--- config.mk ---
export PLATFORM = sky130hd
export DESIGN_NAME = lba_ctrl
export DESIGN_NICKNAME = d
export VERILOG_FILES = /design/src/sv/lba_pkg.sv /design/src/sv/lba_ctrl.sv
export SDC_FILE = /design/constraint.sdc
export NUM_CORES = 1
export LEC_CHECK = 0
export BUFFER_PORTS_ARGS = -buffer_cell sky130_fd_sc_hd__buf_2
export CORE_MARGIN = 2
export CORE_UTILIZATION = 59
export CTS_CLUSTER_DIAMETER = 100
export DETAILED_ROUTE_END_ITERATION = 10
export MAX_ROUTING_LAYER = met4
export PLACE_DENSITY = 0.84
export SKIP_CTS_REPAIR_TIMING = 1
export SLEW_MARGIN = 30
export SYNTH_ARGS = -nofsm -noshare
export SYNTH_HDL_FRONTEND = slang
export SYNTH_SLANG_ARGS = --single-unit
export TNS_END_PERCENT = 20
--- constraint.sdc ---
create_clock -name clk -period 2.5 [get_ports clk]
set_input_delay 0.25 -clock clk [delete_from_list [all_inputs] [get_ports clk]]
set_output_delay 0.25 -clock clk [all_outputs]
set_load 0.02 [all_outputs]
--- src/sv/lba_pkg.sv ---
package lba_pkg;

  typedef enum logic [2:0] {
    FN_FORMAT    = 3'd0,
    FN_CREATE    = 3'd1,
    FN_DELETE    = 3'd2,
    FN_APPEND    = 3'd3,
    FN_DEFRAG    = 3'd4,
    FN_READ_SLOT = 3'd5,
    FN_READ_LINK = 3'd6,
    FN_NOP       = 3'd7
  } func_t;

  typedef enum logic [2:0] {
    ST_OK        = 3'd0,
    ST_EXISTS    = 3'd1,
    ST_NOT_FOUND = 3'd2,
    ST_SHORT     = 3'd3,
    ST_FULL      = 3'd4
  } st_t;

  typedef enum logic [4:0] {
    OP_NOP,
    OP_LOAD,
    OP_FORMAT,
    OP_SCAN_INIT,
    OP_SCAN_RD,
    OP_SCAN_CHK,
    OP_ALLOC_INIT,
    OP_ALLOC_STEP,
    OP_ALLOC_END,
    OP_CREATE_WR,
    OP_APPEND_WR,
    OP_WALK_INIT,
    OP_WALK_RD,
    OP_WALK_NXT,
    OP_WALK_END,
    OP_SHIFT_RD,
    OP_SHIFT_WR,
    OP_DEL_END,
    OP_PACK_INIT,
    OP_PACK_CAP,
    OP_PACK_SKIP,
    OP_PACK_STEP,
    OP_PACK_WR,
    OP_SLOT_RD,
    OP_LINK_RD,
    OP_FINISH,
    OP_FINISH_SLOT,
    OP_FINISH_LINK
  } dp_op_t;

  typedef struct packed {
    dp_op_t op;
    st_t    st;
  } lba_cmd_t;

  typedef struct packed {
    func_t func;
    logic  scan_end;
    logic  match;
    logic  full;
    logic  cnt_zero;
    logic  short_blk;
    logic  alloc_done;
    logic  walk_done;
    logic  shift_done;
    logic  pack_fit;
    logic  pack_blk_done;
    logic  slot_ok;
    logic  link_ok;
    logic  out_free;
  } lba_sts_t;

  // Value of total_blocks after reset.
  localparam logic [8:0] TOTAL_RST = 9'd256;

endpackage

--- src/sv/lba_ctrl.sv ---
module lba_ctrl (
  input  logic               clk,
  input  logic               rst_n,
  input  logic               in_valid,
  output logic               in_stall,
  input  lba_pkg::lba_sts_t  sts,
  output lba_pkg::lba_cmd_t  cmd
);

  typedef enum logic [4:0] {
    S_IDLE, S_DISPATCH, S_FIND, S_CMP, S_CREATE, S_APPEND, S_ALLOC, S_ALLOC_WR,
    S_WALK0, S_WALK, S_WALK_NXT, S_SHIFT, S_SHIFT_WR, S_PACK, S_PACK_CAP,
    S_PACK_FIT, S_PACK_BLK, S_FIN, S_FIN_SLOT, S_FIN_LINK
  } state_t;

  state_t          state_r, state_nxt;
  lba_pkg::st_t    st_r, st_nxt;
  lba_pkg::dp_op_t op;

  always_comb begin
    state_nxt = state_r;
    st_nxt    = st_r;
    op        = lba_pkg::OP_NOP;
    unique case (state_r)
      S_IDLE: begin
        if (in_valid) begin
          op        = lba_pkg::OP_LOAD;
          state_nxt = S_DISPATCH;
        end
      end
      S_DISPATCH: begin
        st_nxt = lba_pkg::ST_OK;
        unique case (sts.func)
          lba_pkg::FN_FORMAT: begin
            op        = lba_pkg::OP_FORMAT;
            state_nxt = S_FIN;
          end
          lba_pkg::FN_CREATE, lba_pkg::FN_DELETE, lba_pkg::FN_APPEND: begin
            op        = lba_pkg::OP_SCAN_INIT;
            state_nxt = S_FIND;
          end
          lba_pkg::FN_DEFRAG: begin
            op        = lba_pkg::OP_PACK_INIT;
            state_nxt = S_PACK;
          end
          lba_pkg::FN_READ_SLOT: begin
            op        = lba_pkg::OP_SLOT_RD;
            st_nxt    = sts.slot_ok ? lba_pkg::ST_OK : lba_pkg::ST_NOT_FOUND;
            state_nxt = S_FIN_SLOT;
          end
          lba_pkg::FN_READ_LINK: begin
            op        = lba_pkg::OP_LINK_RD;
            st_nxt    = sts.link_ok ? lba_pkg::ST_OK : lba_pkg::ST_NOT_FOUND;
            state_nxt = S_FIN_LINK;
          end
          lba_pkg::FN_NOP: begin
            state_nxt = S_FIN;
          end
          default: begin
            state_nxt = S_FIN;
          end
        endcase
      end
      S_FIND: begin
        if (sts.scan_end) begin
          if (sts.func == lba_pkg::FN_CREATE) begin
            state_nxt = S_CREATE;
          end else begin
            st_nxt    = lba_pkg::ST_NOT_FOUND;
            state_nxt = S_FIN;
          end
        end else begin
          op        = lba_pkg::OP_SCAN_RD;
          state_nxt = S_CMP;
        end
      end
      S_CMP: begin
        op = lba_pkg::OP_SCAN_CHK;
        if (!sts.match) begin
          state_nxt = S_FIND;
        end else if (sts.func == lba_pkg::FN_CREATE) begin
          st_nxt    = lba_pkg::ST_EXISTS;
          state_nxt = S_FIN;
        end else if (sts.func == lba_pkg::FN_DELETE) begin
          state_nxt = S_WALK0;
        end else begin
          state_nxt = S_APPEND;
        end
      end
      S_CREATE: begin
        priority if (sts.full) begin
          st_nxt    = lba_pkg::ST_FULL;
          state_nxt = S_FIN;
        end else if (sts.short_blk) begin
          st_nxt    = lba_pkg::ST_SHORT;
          state_nxt = S_FIN;
        end else begin
          op        = lba_pkg::OP_ALLOC_INIT;
          state_nxt = S_ALLOC;
        end
      end
      S_APPEND: begin
        priority if (sts.cnt_zero) begin
          state_nxt = S_FIN;
        end else if (sts.short_blk) begin
          st_nxt    = lba_pkg::ST_SHORT;
          state_nxt = S_FIN;
        end else begin
          op        = lba_pkg::OP_ALLOC_INIT;
          state_nxt = S_ALLOC;
        end
      end
      S_ALLOC: begin
        if (sts.alloc_done) begin
          op        = lba_pkg::OP_ALLOC_END;
          state_nxt = S_ALLOC_WR;
        end else begin
          op = lba_pkg::OP_ALLOC_STEP;
        end
      end
      S_ALLOC_WR: begin
        op = (sts.func == lba_pkg::FN_CREATE) ? lba_pkg::OP_CREATE_WR
                                               : lba_pkg::OP_APPEND_WR;
        state_nxt = S_FIN;
      end
      S_WALK0: begin
        op        = lba_pkg::OP_WALK_INIT;
        state_nxt = S_WALK;
      end
      S_WALK: begin
        if (sts.walk_done) begin
          op        = lba_pkg::OP_WALK_END;
          state_nxt = S_SHIFT;
        end else begin
          op        = lba_pkg::OP_WALK_RD;
          state_nxt = S_WALK_NXT;
        end
      end
      S_WALK_NXT: begin
        op        = lba_pkg::OP_WALK_NXT;
        state_nxt = S_WALK;
      end
      S_SHIFT: begin
        if (sts.shift_done) begin
          op        = lba_pkg::OP_DEL_END;
          state_nxt = S_FIN;
        end else begin
          op        = lba_pkg::OP_SHIFT_RD;
          state_nxt = S_SHIFT_WR;
        end
      end
      S_SHIFT_WR: begin
        op        = lba_pkg::OP_SHIFT_WR;
        state_nxt = S_SHIFT;
      end
      S_PACK: begin
        if (sts.scan_end) begin
          state_nxt = S_FIN;
        end else begin
          op        = lba_pkg::OP_SCAN_RD;
          state_nxt = S_PACK_CAP;
        end
      end
      S_PACK_CAP: begin
        op        = lba_pkg::OP_PACK_CAP;
        state_nxt = S_PACK_FIT;
      end
      S_PACK_FIT: begin
        if (sts.pack_fit) begin
          state_nxt = S_PACK_BLK;
        end else begin
          op        = lba_pkg::OP_PACK_SKIP;
          state_nxt = S_PACK;
        end
      end
      S_PACK_BLK: begin
        if (sts.pack_blk_done) begin
          op        = lba_pkg::OP_PACK_WR;
          state_nxt = S_PACK;
        end else begin
          op = lba_pkg::OP_PACK_STEP;
        end
      end
      S_FIN: begin
        if (sts.out_free) begin
          op        = lba_pkg::OP_FINISH;
          state_nxt = S_IDLE;
        end
      end
      S_FIN_SLOT: begin
        if (sts.out_free) begin
          op        = lba_pkg::OP_FINISH_SLOT;
          state_nxt = S_IDLE;
        end
      end
      S_FIN_LINK: begin
        if (sts.out_free) begin
          op        = lba_pkg::OP_FINISH_LINK;
          state_nxt = S_IDLE;
        end
      end
      default: begin
        state_nxt = S_IDLE;
      end
    endcase
  end

  always_ff @(posedge clk) begin
    if (!rst_n) begin
      state_r <= S_IDLE;
      st_r    <= lba_pkg::ST_OK;
    end else begin
      state_r <= state_nxt;
      st_r    <= st_nxt;
    end
  end

  assign in_stall = (state_r != S_IDLE);
  assign cmd.op   = op;
  assign cmd.st   = st_r;

  a_one_at_a_time: assert property (@(posedge clk) disable iff (!rst_n)
    (in_valid && !in_stall) |=> in_stall)
    else $error("second transfer taken while a command is in progress");

endmodule
==> impl_metrics.yaml, run 1 <==
status:
  status: "complete, no violations"
final_layout:
  fin_area_um2: 1550
  fillers: 179
  final_nets: 226
  fin_util: 0.721
  regArea_um2: 166
  multi_input_area_um2: 1060
  drive_gt1_frac: 0.322
  antennaDiodeCount: 0
  area_growth_pct: 18.6
pwr:
  p_comb_frac: 0.756
  power_frac_seq: 0.178
  p_per_area_nw_per_um2: 1010
  p_leak_nw: 0.616
  intPower_mw: 0.749
  p_switching_mw: 0.815
  switching_share: 0.521
  clkPwrFrac: 0.066
  vdd_drop_max_uv: 731
sta:
  final_hold_viol_count: 0
  setup_viol: 0
  fin_crit_sh: 0.958
  finalCriticalPeriod_ns: 2.39
  relSlewSlack: 0.585
  finalMaxSlewViolations: 0
  worstMarginPinSlew_ns: 0.622
  clock.fmax_ghz: 0.418
  final.setup_skew_ns: 0.00452
  rsz0062_at_grt: "false"
logic_synthesis:
  synth_top_family_by_area: "simple AND/OR/NAND/NOR gates"
  ys_warn_count: 0
  netlist_area_um2: 1310
  synth_mux_area_frac: 0.0249
  yosys.area_share.simple: 0.425
  yosys.cell_types.count: 61
  synth_area_leader_cell: "dfxtp_1"
  synth_fp_nets: 195
  synth_fa_ha_area_frac: 0
  ys.flop_type: "dfxtp_1"
  synth-async-reset-ratio: 0
  synth_top_area_frac: 0.123
  synth-seq-cells: 8
  yosysSeqAreaShare: 0.123
  synth_area_per_cell_um2: 7.42
  synth_area_leaders: "dfxtp_1 (12%), a21oi_1 (5.4%), nand3_1 (4.6%)"
  synth_edf_count: 0
  synthCells: 176
  synth-compound-area-share: 0.343
  synth_xor_area_frac: 0.00670
worst_setup_path:
  crit_chain: "nand2b_1, or4_1, a211oi_1, nor4b_1, o31ai_1, buf_2"
  crit_slowest_cell: "or4_1"
  critPathCaptureType: "primary output"
  critPathTopFamily: "simple AND/OR/NAND/NOR gates"
  required_ns: 2.25
  cp-start-kind: "flop"
  critPathArrivalTime_ns: 2.14
  critical_path_class: "reg2out"
  r2r-start: "state_r[1]$_SDFFE_PN0P_"
  path_buf_inv: 1
  path_max_fanout: 8
  startpoint: "state_r[4]$_SDFFE_PN0P_"
  cpPeakStageDelay_ns: 0.56
clock_network:
  clock-sinks: 8
  cts_made_buffers: 3
  cts_root_buffer: "clkbuf_4"
  cts_tree: "done"
  path_clk_slew_ns: 0.06
  clk_latency_ns: 0.26
  htree_levels: 1
  clock_path_buffers: 2
hold_path:
  min_path_type: "in2reg"
  hp-start: "rst_n"
routing:
  drtIter0Drc: 136
  vias: 1600
  met1_length_um: 1720
  via_per_inst: 6.87
  drt-total-wl_um: 4160
  firstDrtPassIters: 5
  route.detailed.drc: 0
  met2_length_um: 1900
  highest_layer: "met4"
  ant_nets: 0
  wl_met3_um: 503
  wl_per_cell_um: 17.9
global_route:
  grt_pass1_wl_um: 6530
  track_usage: 0.339
  grt_pass1_vias: 1350
  grt_max_degree: 23
  grt-ovfl-total: 0
  grt_antenna_before_repair: 0
floorplan:
  die_y_um: 51.1
  initial_core_util: 0.608
  pin_count: 28
  rows: 17
  coreArea_um2: 2150
  die_width_um: 51.1
  dieArea_um2: 2610
job:
  drv_cap: 0
placement:
  portBuffers: 27
  placed_cell_area_um2: 1500
  dp_hpwl_um: 3220
  gp_congestion: 0.992
[state kept, by name, indices dropped and copies added (netlist names)]
| name | flops |
|---|---|
| state_r | 5 |
| st_r | 3 |
[cell usage in the layout (no fill, tap or decap), types with 3 or more instances in the layout]
master	instances
nand2b_1	8
nor3_1	4
buf_2	27
nor3b_1	3
a21oi_1	14
buf_4	12
inv_1	4
o21ai_0	6
dfxtp_1	3
nor2b_1	5
nand3b_1	5
nand2_1	9
o21ai_1	3
o31ai_1	3
nor3_2	3
nand3_1	12
nor2_1	10
dfxtp_2	5
o22a_1	4
clkbuf_4	3
o211ai_1	5
[power by group through the flow]
stage	registers, mW	logic [mW]	clock network (mW)
final	0.278	1.18	0.104
after floorplan	0.210	0.859	0
after detailed placement	0.269	1.12	0
after global placement	0.264	1.12	0
after CTS	0.266	1.13	0.0997
after global routing	0.286	1.26	0.109
[synth_stat cells, types with 5 or more instances]
library cell,number
o21ai_0,6
nor2_1,10
nand2_1,9
nand2b_1,8
buf_4,6
nand3_1,12
nor2b_1,5
o211ai_1,5
a21oi_1,14
buf_2,6
nand3b_1,5
dfxtp_1,8
[cell type report]
cell class                 count  share of cell area
multi-input combinational    149               0.685
timing repair buffer          40               0.158
sequential                     8               0.107
tap                           28              0.0226
clock buffer                   3              0.0145
inverter                       5              0.0121
[logic make-up after synthesis]
family                 after synthesis
buffers and inverters               19
AND/OR/NAND/NOR                     83
multiplexers                         3
XOR/XNOR                             1
flip-flops                           8
AO/OA/AOI/OAI                       62
[final timing paths]
path,slack (ns),cells past startpoint,end
worst max-delay path,0.11,6,cmd[5]
worst min-delay path,0.28,3,state_r[0]$_SDFFE_PN0P_
worst min register to register,0.52,1,st_r[1]$_SDFFE_PN0P_
worst max register to register,0.50,5,state_r[2]$_SDFFE_PN0P_
[metal layers]
layer	track usage	vias to the layer above
met5	-	-
met4	0.0315	0
met3	0.0906	7
met2	0.530	115
met1	0.455	735
li1	-	743
[worst min-delay path, cell delays in order]
cell and delay (ns):
buf_2 0.15, o41ai_1 0.07, nor2_1 0.04
[metrics by stage]
step                      setup slack (ns)  hold slack (ns)  instances  setup TNS, ns  power, mW
after floorplan                      0.705            0.482        176              0       1.07
after global placement               0.237            0.502        230              0       1.38
after detailed placement             0.183            0.500        230              0       1.39
after CTS                          -0.0855            0.291        233        -0.0949       1.49
after global routing                0.0139            0.296        233              0       1.66
final                                0.105            0.281        233              0       1.56
No activity file was read; power rests on OpenSTA's default activity.
==> inputs of run 2 (changes only) <==
- ABC_AREA: not set -> 1
- CORE_UTILIZATION: 59 -> 58
==> impl_metrics.yaml, run 2 <==
global_route:
  track_usage: 0.312
  grt_antenna_before_repair: 0
  grt-ovfl-total: 0
  grt_max_degree: 14
  grt_pass1_vias: 1427
  grt_pass1_wl_um: 5930
sta:
  worst_hold_slack_ns: 0.255
  rsz0062_at_grt: "false"
  finalMaxSlewViolations: 0
  setup_tns_ns: 0
  setup_viol: 0
  final.setup_skew_ns: 0.00470
  worstMarginPinSlew_ns: 0.481
  fin_crit_sh: 0.846
  final_hold_viol_count: 0
  clock.fmax_ghz: 0.473
  relSlewSlack: 0.677
  finalCriticalPeriod_ns: 2.11
clock_network:
  path_clk_slew_ns: 0.05
  cts_root_buffer: "clkbuf_4"
  htree_levels: 1
  clk_latency_ns: 0.25
  cts_made_buffers: 3
  clock_path_buffers: 2
  clock-sinks: 8
  cts_tree: "done"
worst_setup_path:
  path_buf_inv: 4
  cp-start-kind: "flop"
  critPathCaptureType: "primary output"
  cpPeakStageDelay_ns: 0.39
  critical_path_class: "reg2out"
  required_ns: 2.25
  ff2ff_setup_slack_ns: 0.82
  crit_slowest_cell: "dfxtp_1"
  path_common_cell: "inv_2"
  crit_chain: "inv_2, nand3_2, inv_2, nand2_2, nor2_2, inv_1, o21ai_0, nor3_1, nand3_1, buf_2"
  critPathTopFamily: "buffers and inverters"
  critPathArrivalTime_ns: 1.86
  path_max_fanout: 13
routing:
  vias: 1577
  drtIter0Drc: 72
  wl_per_cell_um: 12.4
  firstDrtPassIters: 4
  ant_nets: 0
  route.detailed.drc: 0
  via_per_inst: 5.67
  drt-total-wl_um: 3440
final_layout:
  antennaDiodeCount: 0
  largest-register: "state_r"
  layout_commonest_cell: "nand2_1"
  final_nets: 272
  final_cell_mix: "nand2_1 (50), nor2_1 (44), inv_1 (27), buf_2 (27), nand3_1 (25)"
  largest_reg_flops: 5
  fin_util: 0.711
  drive_gt1_frac: 0.247
  area_growth_pct: 14.7
  top_regs: "state_r (5), st_r (3)"
job:
  drv_cap: 0
logic_synthesis:
  synth_fp_nets: 241
  synth_area_leaders: "nand2_1 (15%), nor2_1 (13%), dfxtp_1 (13%)"
  synth_most_common_cell: "nand2_1"
  synth-async-reset-ratio: 0
  yosysSeqAreaShare: 0.130
  synth_edf_count: 0
  synth_area_per_cell_um2: 5.53
  synth_area_leader_cell: "nand2_1"
  synth_top_area_frac: 0.153
  synthCells: 222
  ys.flop_type: "dfxtp_1"
  ys_warn_count: 0
  synth-seq-cells: 8
  synthTopCellsByCount: "nand2_1 (50), nor2_1 (44), inv_1 (27), nand3_1 (25), dfxtp_1 (8)"
  yosys.cell_types.count: 35
  netlist_area_um2: 1230
pwr:
  p_leak_nw: 0.796
  p_per_area_nw_per_um2: 922
  vdd_drop_max_uv: 654
floorplan:
  initial_core_util: 0.620
  rows: 16
  die_y_um: 50.0
  dieArea_um2: 2500
  pin_count: 28
  coreArea_um2: 1980
  die_width_um: 50.0
placement:
  dp_hpwl_um: 2860
  portBuffers: 27
  gp_congestion: 0.943
hold_path:
  min_path_type: "in2reg"
status:
  status: "complete, no violations"
==> run 2: cell types whose count changed after synthesis, moves of 8 or more <==
| cell | before | now |
|---|---|---|
| nand2b_1 | 8 | 0 |
| nand2_1 | 9 | 50 |
| inv_1 | 4 | 27 |
| nor2_1 | 10 | 44 |
| a21oi_1 | 14 | 2 |
| nand3_1 | 12 | 25 |
==> run 2: final cells by class <==
class	instances	area, µm²
Clock buffer	3	22.5
Fill cell	197	573
Inverter	32	124
Multi-Input combinational cell	181	933
Sequential cell	8	160
Tap cell	27	33.8
Timing Repair Buffer	27	135
==> run 2: power breakdown <==
| group | internal (mW) | switching [mW] |
|---|---|---|
| logic | 0.318 | 0.660 |
| registers | 0.167 | 0.0561 |
| clock network | 0.0549 | 0.0433 |
==> run 2: routing by layer <==
metal,routed length (µm),track usage,up-vias
met5,0,-,-
met4,79,0.0926,0
met3,266,0.0667,10
met2,1540,0.476,79
met1,1550,0.411,694
li1,-,-,794
==> run 2: worst reg2reg max path, cell delays in order, from the launching register on <==
cell	delay, ns
dfxtp_1	0.46
inv_1	0.15
nor2_1	0.17
nand3_2	0.19
inv_4	0.15
nand2_2	0.07
nand2_1	0.06
nor2_1	0.04
nand3_1	0.07
nand2_1	0.05
a21oi_1	0.18
==> run 2: worst paths after layout <==
kind                                 from                       to  cells past startpoint
setup / recovery  state_r[4]$_SDFFE_PN0P_                   cmd[3]                     10
hold / removal                      rst_n     st_r[2]$_SDFFE_PN0P_                      3
setup reg to reg  state_r[0]$_SDFFE_PN0P_  state_r[2]$_SDFFE_PN0P_                     10
hold reg to reg      st_r[1]$_SDFFE_PN0P_     st_r[1]$_SDFFE_PN0P_                      2
==> run 2: metrics by stage <==
step                      area, µm²  total power, mW  std cells  setup WS (ns)
after floorplan                1230            0.962        222          0.882
after global placement         1390             1.18        275          0.703
after detailed placement       1390             1.18        275          0.687
after CTS                      1410             1.29        278          0.413
after global routing           1410             1.43        278          0.239
final                          1410             1.30        278          0.385
==> run 2: logic make-up (layout without fill, tap and decap cells) <==
group                  count (synthesis)  count (layout)  synth area share
AOI/OAI and AO/OA                     20              20             0.115
buffers and inverters                 33              62             0.110
DFF                                    8               8             0.130
and+or+nand+nor                      161             161             0.645
